--- src/rtl/core/hbdm_pkg.sv ---
// Shared constants, types and helpers of the heartbeat drift monitor.
// No dependencies; compiled first.
package hbdm_pkg;

	localparam int WINDOW      = 10;
	localparam int TS_W        = 64;
	localparam int TICK_W      = 32;
	localparam int OUT_TOTAL_W = 36;
	localparam int TOTAL_W     = TICK_W + $clog2(WINDOW);
	localparam int FILL_W      = $clog2(WINDOW + 1);
	localparam int PTR_W       = $clog2(WINDOW);
	localparam int CMP_W       = TOTAL_W + 8;

	localparam logic [TICK_W-1:0] TICK_RESET = TICK_W'(1000);

	typedef struct packed {
		logic               full;
		logic [TOTAL_W-1:0] total;
	} win_stat_t;

	// 200 * t as three shifted adds (128 + 64 + 8)
	function automatic logic [CMP_W-1:0] mul200(input logic [TOTAL_W-1:0] t);
		logic [CMP_W-1:0] w;
		w = CMP_W'(t);
		return (w << 7) + (w << 6) + (w << 3);
	endfunction

	function automatic logic [CMP_W-1:0] window_times(input logic [TICK_W-1:0] tick);
		return CMP_W'(tick) * CMP_W'(WINDOW);
	endfunction

endpackage

--- src/rtl/core/hbdm_beat_if.sv ---
// Input channel of the heartbeat drift monitor: one timestamp per transfer.
// Depends on hbdm_pkg.
interface hbdm_beat_if;
	import hbdm_pkg::*;

	logic            valid;
	logic            ready;
	logic [TS_W-1:0] timestamp;

	modport source (output valid, output timestamp, input ready);
	modport sink   (input valid, input timestamp, output ready);
endinterface

--- src/rtl/core/hbdm_res_if.sv ---
// Result channel of the heartbeat drift monitor.
// Depends on hbdm_pkg.
interface hbdm_res_if;
	import hbdm_pkg::*;

	logic                   valid;
	logic                   ready;
	logic                   drift_exceeded;
	logic                   window_filled;
	logic [OUT_TOTAL_W-1:0] deviation_total;

	modport source (output valid, output drift_exceeded, output window_filled,
		output deviation_total, input ready);
	modport sink   (input valid, input drift_exceeded, input window_filled,
		input deviation_total, output ready);
endinterface

--- src/rtl/core/hbdm_cfg_if.sv ---
// Configuration write channel: carries expected_tick.
// Depends on hbdm_pkg.
interface hbdm_cfg_if;
	import hbdm_pkg::*;

	logic              valid;
	logic              ready;
	logic [TICK_W-1:0] data;

	modport source (output valid, output data, input ready);
	modport sink   (input valid, input data, output ready);
endinterface

--- src/rtl/core/hbdm_window.sv ---
// Sliding window of deviations with running total and fill tracking.
// Depends on hbdm_pkg.
module hbdm_window (
	input  logic                    clk,
	input  logic                    arst_n,
	input  logic                    upd,
	input  logic [hbdm_pkg::TICK_W-1:0] dev,
	output hbdm_pkg::win_stat_t     cur,
	output hbdm_pkg::win_stat_t     nxt
);
	import hbdm_pkg::*;

	logic [TICK_W-1:0]  ring_q [WINDOW];
	logic [PTR_W-1:0]   ptr_q;
	logic [FILL_W-1:0]  fill_q;
	logic [TOTAL_W-1:0] total_q;
	logic               full;
	logic [TICK_W-1:0]  oldest;

	assign full   = (fill_q == FILL_W'(WINDOW));
	assign oldest = full ? ring_q[ptr_q] : '0;

	assign cur.full  = full;
	assign cur.total = total_q;
	// oldest entry leaves, new deviation enters
	assign nxt.full  = full || (fill_q == FILL_W'(WINDOW - 1));
	assign nxt.total = total_q - TOTAL_W'(oldest) + TOTAL_W'(dev);

	always_ff @(posedge clk or negedge arst_n) begin
		if (!arst_n) begin
			ptr_q   <= '0;
			fill_q  <= '0;
			total_q <= '0;
		end else if (upd) begin
			ptr_q   <= (ptr_q == PTR_W'(WINDOW - 1)) ? '0 : ptr_q + PTR_W'(1);
			total_q <= nxt.total;
			if (!full) begin
				fill_q <= fill_q + FILL_W'(1);
			end
		end
	end

	always_ff @(posedge clk) begin
		if (upd) begin
			ring_q[ptr_q] <= dev;
		end
	end

endmodule

--- src/rtl/core/heartbeat_drift_monitor.sv ---
// Heartbeat drift monitor, top level.
// Depends on hbdm_pkg, the three channel interfaces and hbdm_window.
//
// Each beat transfer carries one 64-bit timestamp and yields exactly one
// result transfer. A beat is first captured in an input register; once
// the result register is free or being emptied, the interval to the last
// stored timestamp is formed (clamped to zero when time runs backwards,
// saturated to 32 bits), its absolute deviation from expected_tick
// replaces the oldest of the last WINDOW deviations, and the running total
// is compared as 200*total > WINDOW*expected_tick once the window is full.
// The result is then held in an output register, from which it is offered
// on the result channel. The block takes one beat per cycle, back to back,
// as long as results are taken; what sets that rate is the state update
// loop (interval subtract, deviation, total update, drift compare).
// While a result stalls, one more beat is still absorbed by the input
// register. A stored timestamp of zero means no beat seen yet: that beat
// only records its timestamp and reports the unchanged window. On a drift
// flag the stored timestamp is kept. expected_tick is written through cfg
// (always ready, reset 1000) and must only change while the block is idle;
// WINDOW*expected_tick is precomputed at the write.
module heartbeat_drift_monitor (
	input  logic         clk,
	input  logic         arst_n,
	hbdm_beat_if.sink    beat,
	hbdm_res_if.source   result,
	hbdm_cfg_if.sink     cfg
);
	import hbdm_pkg::*;

	// input register
	logic            s1_valid_q;
	logic [TS_W-1:0] ts_s1;

	// block state
	logic [TS_W-1:0]   last_q;
	logic [TICK_W-1:0] tick_q;
	logic [CMP_W-1:0]  wtick_q;

	// result register
	logic                   out_valid_q;
	logic                   drift_q;
	logic                   filled_q;
	logic [OUT_TOTAL_W-1:0] total_q;

	logic              advance;
	logic              have_last;
	logic [TS_W-1:0]   ival_raw;
	logic [TICK_W-1:0] ival;
	logic [TICK_W-1:0] dev;
	logic              upd;
	logic              drift;
	win_stat_t         win_cur;
	win_stat_t         win_nxt;
	win_stat_t         stat;
	logic [TOTAL_W+OUT_TOTAL_W-1:0] total_ext;

	// s1 moves on when the result register is free or being emptied
	assign advance    = s1_valid_q && (!out_valid_q || result.ready);
	assign beat.ready = !s1_valid_q || advance;
	assign cfg.ready  = 1'b1;

	assign have_last = (last_q != '0);
	assign ival_raw  = (ts_s1 > last_q) ? (ts_s1 - last_q) : '0;
	assign ival      = (|ival_raw[TS_W-1:TICK_W]) ? '1 : ival_raw[TICK_W-1:0];
	assign dev       = (ival >= tick_q) ? (ival - tick_q) : (tick_q - ival);

	assign upd = advance && have_last;

	hbdm_window u_window (
		.clk    (clk),
		.arst_n (arst_n),
		.upd    (upd),
		.dev    (dev),
		.cur    (win_cur),
		.nxt    (win_nxt)
	);

	// first beat leaves the window untouched
	assign stat  = have_last ? win_nxt : win_cur;
	assign drift = have_last && win_nxt.full && (mul200(win_nxt.total) > wtick_q);

	assign total_ext = {{OUT_TOTAL_W{1'b0}}, stat.total};

	always_ff @(posedge clk or negedge arst_n) begin
		if (!arst_n) begin
			s1_valid_q  <= 1'b0;
			out_valid_q <= 1'b0;
			last_q      <= '0;
			tick_q      <= TICK_RESET;
			wtick_q     <= window_times(TICK_RESET);
		end else begin
			if (beat.valid && beat.ready) begin
				s1_valid_q <= 1'b1;
			end else if (advance) begin
				s1_valid_q <= 1'b0;
			end

			if (advance) begin
				out_valid_q <= 1'b1;
			end else if (result.ready) begin
				out_valid_q <= 1'b0;
			end

			// a flagged beat does not become the new reference
			if (advance && !drift) begin
				last_q <= ts_s1;
			end

			if (cfg.valid) begin
				tick_q  <= cfg.data;
				wtick_q <= window_times(cfg.data);
			end
		end
	end

	// payload registers
	always_ff @(posedge clk) begin
		if (beat.valid && beat.ready) begin
			ts_s1 <= beat.timestamp;
		end
		if (advance) begin
			drift_q  <= drift;
			filled_q <= stat.full;
			total_q  <= total_ext[OUT_TOTAL_W-1:0];
		end
	end

	assign result.valid           = out_valid_q;
	assign result.drift_exceeded  = drift_q;
	assign result.window_filled   = filled_q;
	assign result.deviation_total = total_q;

endmodule

--- src/flat_wrapper.sv ---
// flat-port wrapper written by rule: the top's interface ports become plain ports
module heartbeat_drift_monitor_flat import hbdm_pkg::*;
  (clk, arst_n, beat_valid, beat_timestamp, beat_ready, result_valid, result_drift_exceeded, result_window_filled, result_deviation_total, result_ready, cfg_valid, cfg_data, cfg_ready);
  hbdm_beat_if beat_i ();
  hbdm_res_if result_i ();
  hbdm_cfg_if cfg_i ();
  input  logic clk;
  input  logic arst_n;
  input wire logic [$bits(beat_i.valid)-1:0] beat_valid;
  input wire logic [$bits(beat_i.timestamp)-1:0] beat_timestamp;
  output wire logic [$bits(beat_i.ready)-1:0] beat_ready;
  output wire logic [$bits(result_i.valid)-1:0] result_valid;
  output wire logic [$bits(result_i.drift_exceeded)-1:0] result_drift_exceeded;
  output wire logic [$bits(result_i.window_filled)-1:0] result_window_filled;
  output wire logic [$bits(result_i.deviation_total)-1:0] result_deviation_total;
  input wire logic [$bits(result_i.ready)-1:0] result_ready;
  input wire logic [$bits(cfg_i.valid)-1:0] cfg_valid;
  input wire logic [$bits(cfg_i.data)-1:0] cfg_data;
  output wire logic [$bits(cfg_i.ready)-1:0] cfg_ready;
  assign beat_i.valid = beat_valid;
  assign beat_i.timestamp = beat_timestamp;
  assign beat_ready = beat_i.ready;
  assign result_valid = result_i.valid;
  assign result_drift_exceeded = result_i.drift_exceeded;
  assign result_window_filled = result_i.window_filled;
  assign result_deviation_total = result_i.deviation_total;
  assign result_i.ready = result_ready;
  assign cfg_i.valid = cfg_valid;
  assign cfg_i.data = cfg_data;
  assign cfg_ready = cfg_i.ready;
  heartbeat_drift_monitor u_core (.clk(clk), .arst_n(arst_n), .beat(beat_i), .result(result_i), .cfg(cfg_i));
endmodule
--- config.mk ---
export PLATFORM = sky130hd
export DESIGN_NAME = heartbeat_drift_monitor_flat
export DESIGN_NICKNAME = d
export VERILOG_FILES = /design/src/rtl/core/hbdm_pkg.sv /design/src/rtl/core/hbdm_beat_if.sv /design/src/rtl/core/hbdm_res_if.sv /design/src/rtl/core/hbdm_cfg_if.sv /design/src/rtl/core/hbdm_window.sv /design/src/rtl/core/heartbeat_drift_monitor.sv /design/src/flat_wrapper.sv
export SDC_FILE = /design/constraint.sdc
export NUM_CORES = 1
export LEC_CHECK = 0
export ABC_CLOCK_PERIOD_IN_PS = 23000
export BUFFER_PORTS_ARGS = -buffer_cell sky130_fd_sc_hd__buf_2
export CORE_ASPECT_RATIO = 1.25
export CORE_MARGIN = 5
export CORE_UTILIZATION = 60
export DETAILED_ROUTE_END_ITERATION = 7
export PLACE_DENSITY = 0.77
export RECOVER_POWER = 100
export REMOVE_ABC_BUFFERS = 1
export SLEW_MARGIN = 20
export SYNTH_ARGS = -nofsm -noshare
export SYNTH_HDL_FRONTEND = slang
export SYNTH_SLANG_ARGS = --single-unit
--- constraint.sdc ---
create_clock -name clk -period 23 [get_ports clk]
set_input_delay 2.3 -clock clk [delete_from_list [all_inputs] [get_ports clk]]
set_output_delay 2.3 -clock clk [all_outputs]
set_load 0.02 [all_outputs]
# After elaboration in Yosys (flattened, before gate mapping)
# Memories as Yosys holds them, arrays and structs flattened.
# Cells that the tools add are included.
[word_totals] ff_bits=279 latch_bits=0 ramBits=320 romBits=0 input_bits=101 out_inout_bits=41 word_cells=59 n_memories=1
[mem_list] name="u_core.u_window.ring_q" depth=10 word_bits=32 rd=1 rd_clocked_by_memory_dff=0 write_ports=1 line_no="hbdm_window.sv:13" rtl="logic [TICK_W-1:0] ring_q [WINDOW];"
[classes] addsub=9 multipliers=1 n_div=0 magnitude_cmp=3 eq_ne=3 shifts=0 muxes=12 n_bitwise=1 n_reduce_logical=17
[op_table] op="$mux 32" n=3
[op_table] op="$gt 64x64->1" n=1
[op_table] op="$mux 64" n=1
[op_table] op="$reduce_bool 64->1" n=1
[op_table] op="$sub 32x32->32" n=2
[op_table] op="$sub 64x64->64" n=1
[op_table] op="$add 43x42->44" n=1
[op_table] op="$add 44x39->44" n=1
[op_table] op="$gt 44x36->1" n=1
[op_table] op="$mux 37" n=1
[op_table] op="$add 36x32->36" n=1
[op_table] op="$sub 36x32->36" n=1
[op_table] op="$mul 32x3->35 const B" n=1
[op_table] op="$ge 32x32->1" n=1
[op_table] op="$reduce_or 32->1" n=1
[op_table] op="$eq 4x4->1 const B" n=3
[op_table] op="$add 4x1->4 const B" n=2
[op_table] op="$logic_and 1x1->1" n=6
[op_table] op="$mux 1" n=6
[op_table] op="$mux 4" n=1
[op_table] op="$reduce_bool 2->1" n=2
[op_table] op="$logic_not 1->1" n=3
[op_table] op="$logic_or 1x1->1" n=3
[op_table] op="$reduce_and 2->1" n=1
[op_table] op="$not 1->1" n=1

# Logic depth before layout (Yosys ltp)
# Gate-level depths: netlist (run 1).
[depth] ltp_word=13 mapped_depth=73 depth_no_buf=69

# Modules after synthesis
# A second synthesis (run 1) with hierarchy kept.
[hier_totals] hier_cells=3613 area_unflattened_um2=39182.6
[by_module_without_submodules] mod="heartbeat_drift_monitor" instances=1 cells_each=2476 area_each_um2=22111.2 seq_area_each_um2=6354.8
[by_module_without_submodules] mod="hbdm_window" instances=1 cells_each=1137 area_each_um2=17071.4 seq_area_each_um2=10710.3

# Least setup slack after synthesis (run 1)
# Ideal clock, no wire load.
[synth_path] path_kind="flip-flop to flip-flop" startpoint="reg u_core.last_q[0]" endpoint="reg u_core.last_q[17]" setup_time_ns=0.128 t_arrival_ns=14.802 required_ns=22.872 slack_ns=8.071 path_stages_with_launch=66 path_buffers=6 synth_period_minus_slack_ns=14.929 path_cell_list="dfrtp_1 > ha_1 > fa_1 > nand2b_1 > a21oi_2 > a2bb2oi_2 > and4_4 > o21bai_4 > a311oi_2 > o21ai_0 > a2111o_1 > nor4_2 > nand4_1 > nor4_4 > buf_6 > a31oi_1 > ha_1 > clkbuf_1 > [30 not listed] > o21ai_0 > o21bai_1 > a211oi_1 > nor2_1 > ha_1 > nand4_1 > and3b_1 > nand4b_1 > a211o_1 > a221o_1 > a221oi_1 > or3b_1 > a32oi_1 > o2111ai_1 > nor3_2 > o21ai_2 > buf_2 > mux2_1"
[synth_lines] element="from (decl)" line_no="heartbeat_drift_monitor.sv:35" rtl="logic [TS_W-1:0] last_q;"
[synth_lines] element="from (signal assigned)" line_no="heartbeat_drift_monitor.sv:106" rtl="last_q <= ts_s1;"

==> impl_metrics.csv, run 1 <==
group,metric,value,unit
cts,cts_post_setup_buffers_inserted,0,
global_routing,number_of_global_route_vias_before_repair,28600,
cts,postCtsHoldBufs,0,
floorplanning,pin_count,142,
global_routing,grt_usage,29.5,%
global_routing,grt_pass1_wl,163,mm
cts,cts_max_path_buffers,3,
place,dp_hpwl,77.5,mm
route,detailedRoute.firstIterationViolations,2218,
global_routing,groute.layer.met2.usage,51.6,%
setup_path,timing.critical_path.slowest_stage_cell,"sky130_fd_sc_hd__clkbuf_1",
timing,final_min_period_over_clock_period,83.5,%
place,port_buffers,140,
timing,hold_viol,0,
floorplanning,initial_core_util,60.6,%
timing,tns,0,ns
cts,path_clk_slew,0.07,ns
run_status,run_status,"complete, but fails checks",
hold_path,hp-start,"u_core.u_window.total_q[1]",
setup_path,rr_endpoint,"u_core.last_q[53]",
setup_path,ff2ff_setup_slack,3.80,ns
setup_path,ff2ff_path_depth,64,
timing,min_period,19.20,ns
setup_path,critPathKind,"reg -> reg",
global_routing,global_routing_s_busiest_layer,"met2",
logic_synthesis,dominantRegCellSynth,"sky130_fd_sc_hd__edfxtp_1",
logic_synthesis,ys_warnings,0,
setup_path,critPathArrivalTime,19.72,ns
cells_and_area,final_antenna_diode_count,0,
route,drtPass1Iterations,6,
route,vias,28900,
setup_path,crit_required,23.52,ns
cells_and_area,finalNetCount,4192,
logic_synthesis,seq_area_frac_synth,43.7,%
global_routing,antenna_violations_before_repair,0,
global_routing,global_route_met3_utilization,3.75,%
logic_synthesis,synthArstFlopShare,29.3,%
flow_run,cap_viol_max_count,18,
route,routed_wirelength,105,mm
route,vias_per_cell,6.26,
cells_and_area,layout-area-overhead-vs-synth,8.53,%
cts,post_cts_resize_count,0,
floorplanning,fp.dieH,295,um
setup_path,critPathLaunchType,"flop",
global_routing,overflow,0,
hold_path,worst_hold_path.num_cells,2,
timing,unrepaired_setup_endpoints_after_global_routing,"false",
timing,fmaxAchievable,52.1,MHz
cts,clk_root_buffer_cell,"sky130_fd_sc_hd__clkbuf_16",
floorplanning,rows,104,
cells_and_area,final_layout_size_suffix_gt1_share,10.5,%
global_routing,use_met1,36.0,%
route,final_antenna_net_count,0,
hold_path,holdPathEnd,"u_core.u_window.total_q[1]",
floorplanning,core_area,0.0644,mm^2
global_routing,grt_max_degree,89,
cts,cts-buffers-inserted,59,
cts,htree_num_levels,2,
timing,drv_slew,748,
setup_path,critPathMaxFanout,64,
setup_path,critical_path.max_stage_delay,1.06,ns
floorplanning,floorplan.die_area,0.0703,mm^2
hold_path,holdCritPathClass,"reg -> reg",
logic_synthesis,seq_cells_post_synth,597,
place,place_congestion,0.997,
cts,worstSkewPairLatency,0.67,ns
timing,final_skew,0.0421,ns
route,routedWlPerCell,22.8,um
logic_synthesis,area_of_the_mapped_netlist,0.0390,mm^2
cts,cts_sinks,597,
setup_path,worst_r2r_startpoint,"u_core.last_q[34]",
logic_synthesis,synth-edff-count,422,
logic_synthesis,syn-mean-instance-area,10.7,um^2
route,route.detailed.drc,0,
timing,setup-violations-final,0,
logic_synthesis,synthDistinctLibCells,103,
run_status,failed_checks,"max-capacitance violations, max-slew violations",
timing,slew_headroom,-141,%
logic_synthesis,syn_inst,3638,
cts,cts_tree,"yes",
timing,worst_margin_pin_slew,3.61,ns
setup_path,setup.worst_path.end_class,"flop",
floorplanning,die_width,238,um
-- flip-flops by register name (all words and copies together), names as in the netlist, 4 cells and up --
name                           cells
u_core.u_window.total_q           36
u_core.u_window.ring_q           320
u_core.u_window.fill_q             4
u_core.result.deviation_total     36
u_core.last_q                     64
u_core.wtick_q                    33
u_core.ts_s1                      64
u_core.u_window.ptr_q              4
u_core.tick_q                     32
-- cells in the final DEF (no fill, tap or decap), types with 53 or more instances in the layout --
| cell type | count |
|---|---|
| sky130_fd_sc_hd__nor2_1 | 147 |
| sky130_fd_sc_hd__o21ai_0 | 243 |
| sky130_fd_sc_hd__ha_1 | 313 |
| sky130_fd_sc_hd__a21o_1 | 109 |
| sky130_fd_sc_hd__inv_1 | 350 |
| sky130_fd_sc_hd__clkbuf_16 | 59 |
| sky130_fd_sc_hd__buf_2 | 90 |
| sky130_fd_sc_hd__nand3_1 | 61 |
| sky130_fd_sc_hd__clkbuf_1 | 84 |
| sky130_fd_sc_hd__a31oi_1 | 53 |
| sky130_fd_sc_hd__xnor2_1 | 109 |
| sky130_fd_sc_hd__mux2i_1 | 57 |
| sky130_fd_sc_hd__a21oi_1 | 233 |
| sky130_fd_sc_hd__nand4_1 | 58 |
| sky130_fd_sc_hd__mux2_2 | 68 |
| sky130_fd_sc_hd__a211oi_1 | 79 |
| sky130_fd_sc_hd__nand2_1 | 245 |
| sky130_fd_sc_hd__fa_1 | 56 |
| sky130_fd_sc_hd__xor2_1 | 62 |
| sky130_fd_sc_hd__mux4_2 | 64 |
| sky130_fd_sc_hd__edfxtp_1 | 422 |
| sky130_fd_sc_hd__dfrtp_1 | 161 |
-- metal layers --
layer  up-vias  wire [um]  share of wire, %
li1      13500          -                 -
met1     14200      40300                38
met2       984      52400                50
met3       261       5740               5.5
met4         0       6790               6.5
met5         -          0                 0
-- through the flow --
step | instance area (um^2) | std cells | worst slack, ns | hold WS, ns | utilization, %
after CTS | 42600 | 4621 | 5.26 | 0.478 | 66.1
after global placement | 40500 | 4509 | 5.59 | 0.453 | 62.9
after floorplan | 38400 | 3482 | 3.29 | 0.438 | -
after global routing | 42300 | 4621 | 2.15 | 0.516 | 65.7
after detailed placement | 40500 | 4509 | 5.38 | 0.458 | 62.9
final | 42300 | 4621 | 3.80 | 0.482 | 65.7
-- cell type report --
cell class	count	area, um^2
sequential	597	17100
clock inverter	41	522
tap	848	1060
inverter	350	1310
clock buffer	71	1530
timing repair buffer	179	845
multi-input combinational	2535	20000
fill	5119	22100
-- how the worst max path moves through the flow --
stage                      start           endpoint  cells past startpoint
2_1_floorplan   u_core.ts_s1[35]   u_core.last_q[0]                     54
3_3_place_gp    u_core.ts_s1[34]  u_core.last_q[53]                     66
3_5_place_dp   u_core.last_q[36]  u_core.last_q[53]                     67
4_1_cts        u_core.last_q[36]  u_core.last_q[53]                     67
5_1_grt        u_core.last_q[36]  u_core.last_q[53]                     64
6_report       u_core.last_q[34]  u_core.last_q[53]                     64
-- logic make-up after synthesis --
family	share of synthesized area, %
DFF	43.7
and+or+nand+nor	10.2
adders and majority gates	12.9
muxes	7.49
xor gates and xnor gates	3.84
AOI/OAI and AO/OA	16.8
buffers and inverters	5.06
other	0.00961
-- Yosys cell counts, drive strengths merged (44+ instances only) --
cell type	n	share of area [%]
a211oi	79	1.5
a21o	110	2.1
a21oi	242	3.2
a31oi	53	0.85
and2	52	0.83
buf	44	0.62
clkbuf	112	1.1
dfrtp	164	11
edfxtp	422	32
fa	56	2.9
ha	313	10
inv	350	3.4
mux2	81	2.3
mux2i	57	1.5
mux4	64	3.7
nand2	246	2.4
nand3	61	0.78
nand4	59	0.98
nor2	149	1.4
o21ai	252	3.3
xnor2	109	2.4
xor2	62	1.4
-- worst max-delay path: cells and delay by family (launching register included) --
kind	cells	cell delay [ns]
AOI/OAI and AO/OA	22	5.20
DFF	1	0.37
xor gates and xnor gates	3	1.17
muxes	1	0.44
and+or+nand+nor	25	5.82
buffers and inverters	6	2.88
adders and majority gates	7	2.98
Power of run 1 is not shown: default switching activity piles up to over one toggle a cycle in this logic, so the estimate is an artifact.
==> inputs of run 2 (changes only) <==
--- a/config.mk
+++ b/config.mk
@@ -5,7 +5,7 @@
 export SDC_FILE = /design/constraint.sdc
 export NUM_CORES = 1
 export LEC_CHECK = 0
-export ABC_CLOCK_PERIOD_IN_PS = 23000
+export ABC_CLOCK_PERIOD_IN_PS = 18800
 export BUFFER_PORTS_ARGS = -buffer_cell sky130_fd_sc_hd__buf_2
 export CORE_ASPECT_RATIO = 1.25
 export CORE_MARGIN = 5
==> constraint.sdc (replaced) <==
create_clock -name clk -period 18.8 [get_ports clk]
set_input_delay 1.88 -clock clk [delete_from_list [all_inputs] [get_ports clk]]
set_output_delay 1.88 -clock clk [all_outputs]
set_load 0.02 [all_outputs]
==> run 2 against run 1 <==
The run still ends with max-capacitance violations, max-slew violations left. Critical path depth up 1. Sequential share of layout area about the same. Utilization hardly changed. Cell area about the same. Maximum frequency increased by 9.6%. Wire length rose by 0.65%. Die area unchanged. Count of clock-buffer cells in the layout down 3.
==> impl_metrics.csv, run 2 (same netlist as run 1, synthesis figures left out) <==
group,metric,value,unit
setup_path,critPathMaxFanout,64,
setup_path,critPathLaunchType,"flop",
setup_path,timing.critical_path.slowest_stage_cell,"sky130_fd_sc_hd__xnor2_1",
cells_and_area,layout_commonest_cell,"sky130_fd_sc_hd__edfxtp_1",
floorplanning,fp.dieH,295,um
place,dp_hpwl,78.0,mm
global_routing,grt_max_degree,89,
timing,layout_setup_ws,1.28,ns
floorplanning,rows,104,
run_status,run_status,"complete, but fails checks",
floorplanning,initial_core_util,60.6,%
cells_and_area,final_antenna_diode_count,0,
cells_and_area,fill_cells,5085,
cells_and_area,finalNetCount,4193,
cts,htree_num_levels,2,
place,dp_slack,1.55,ns
cts,clk_root_buffer_cell,"sky130_fd_sc_hd__clkbuf_16",
setup_path,setup.worst_path.end_class,"flop",
timing,unrepaired_setup_endpoints_after_global_routing,"false",
hold_path,holdPathEnd,"u_core.result.valid",
setup_path,ff2ff_setup_slack,1.28,ns
hold_path,holdCritPathClass,"reg -> reg",
cts,postCtsHoldBufs,0,
setup_path,rr_endpoint,"u_core.last_q[53]",
floorplanning,floorplan.die_area,0.0703,mm^2
cells_and_area,registers.top_by_ff_count,"u_core.u_window.ring_q",
cells_and_area,reg_top3,"u_core.u_window.ring_q: 320 flops, u_core.last_q: 64 flops, u_core.ts_s1: 64 flops",
cells_and_area,final_layout_size_suffix_gt1_share,10.8,%
run_status,failed_checks,"max-capacitance violations, max-slew violations",
flow_run,cap_viol_max_count,20,
route,drtPass1Iterations,6,
cts,cts_sinks,597,
global_routing,grt_usage,29.6,%
hold_path,worst_hold_path.num_cells,1,
cells_and_area,layout.area.seq,0.0171,mm^2
floorplanning,pin_count,142,
cells_and_area,multi_input_comb_area,0.0200,mm^2
cts,cts_tree,"yes",
cts,path_clk_slew,0.07,ns
cells_and_area,layout-area-overhead-vs-synth,8.61,%
cts,worstSkewPairLatency,0.67,ns
global_routing,number_of_global_route_vias_before_repair,28800,
setup_path,worst_r2r_startpoint,"u_core.last_q[36]",
timing,hold_viol,0,
cts,cts_max_path_buffers,3,
global_routing,antenna_violations_before_repair,2,
hold_path,hp-start,"u_core.s1_valid_q",
cells_and_area,largest_reg_flops,320,
route,final_antenna_net_count,0,
route,routed_wirelength,106,mm
route,routedWlPerCell,22.9,um
timing,final_min_period_over_clock_period,93.2,%
cells_and_area,final_cell_mix,"sky130_fd_sc_hd__edfxtp_1, sky130_fd_sc_hd__inv_1, sky130_fd_sc_hd__ha_1, sky130_fd_sc_hd__nand2_1, sky130_fd_sc_hd__o21ai_0",
floorplanning,core_area,0.0644,mm^2
timing,worst_margin_pin_slew,3.70,ns
route,vias,29200,
route,route.detailed.drc,0,
setup_path,critPathArrivalTime,18.05,ns
setup_path,critical_path.max_stage_delay,0.80,ns
setup_path,ff2ff_path_depth,65,
floorplanning,die_width,238,um
place,port_buffers,140,
route,detailedRoute.firstIterationViolations,2205,
global_routing,overflow,0,
place,place_congestion,1.01,
setup_path,crit_required,19.33,ns
global_routing,grt_pass1_wl,163,mm
timing,fmaxAchievable,57.1,MHz
timing,drv_slew,783,
cts,cts-buffers-inserted,58,
timing,final_skew,0.0513,ns
timing,slew_headroom,-146,%
timing,setup-violations-final,0,
route,vias_per_cell,6.31,
setup_path,critPathKind,"reg -> reg",
timing,min_period,17.52,ns
## run 2: cell types whose count changed in the layout (fill, tap and decap cells not counted), sizes merged
cell / change
bufinv: -2
clkinv: +3
clkbuf: -3
inv: -3
buf: +2
clkinvlp: +2
## run 2: through the flow
step / cells / TNS [ns] / utilization (%) / area (um^2) / hold slack, ns
global route: 4620 / 0 / 65.8 / 42400 / 0.515
CTS: 4620 / 0 / 66.1 / 42600 / 0.495
floorplan: 3482 / -57.43 / - / 38400 / 0.438
detailed placement: 4511 / 0 / 63.0 / 40600 / 0.476
finish: 4620 / 0 / 65.8 / 42400 / 0.484
global placement: 4511 / 0 / 63.0 / 40600 / 0.453
## run 2: worst max path at each step
stage | start | to | cells after the start
floorplan | u_core.ts_s1[35] | u_core.last_q[0] | 54
global placement | u_core.last_q[37] | u_core.last_q[53] | 66
detailed placement | u_core.last_q[37] | u_core.last_q[53] | 66
CTS | u_core.last_q[36] | u_core.last_q[27] | 66
global route | u_core.last_q[36] | u_core.last_q[53] | 65
finish | u_core.last_q[36] | u_core.last_q[53] | 65
## run 2: cell type report
| cell class | count | area share, % |
|---|---|---|
| clock buffer | 68 | 3.61 |
| clock inverter | 41 | 1.18 |
| inverter | 350 | 3.10 |
| multi-input combinational | 2535 | 47.3 |
| sequential | 597 | 40.3 |
| tap | 848 | 2.50 |
| timing repair buffer | 181 | 2.03 |
## run 2: repair_timing
item                       4_1_cts  5_1_grt
setup endpoints to repair        0       62
resized for setup                0        1
setup buffers                    0        0
## run 2: layer usage
layer,up-vias,wire length (um),track usage (%)
met5,-,13,0
met4,2,7020,15.3
met3,289,5990,3.32
met2,1089,52400,51.8
met1,14200,40500,36.6
li1,13500,-,-
## run 2: worst max-delay path: cells and delay by family (launching register included)
kind / cells / cell delay (ns)
AO/OA/AOI/OAI: 30 / 6.65
AND/OR/NAND/NOR: 17 / 3.92
adder cells (fa/ha/maj): 8 / 3.18
XOR/XNOR: 2 / 1.30
buffers and inverters: 6 / 1.16
multiplexers: 2 / 0.62
flip-flops: 1 / 0.37
Power of run 2 is left out for the same reason.
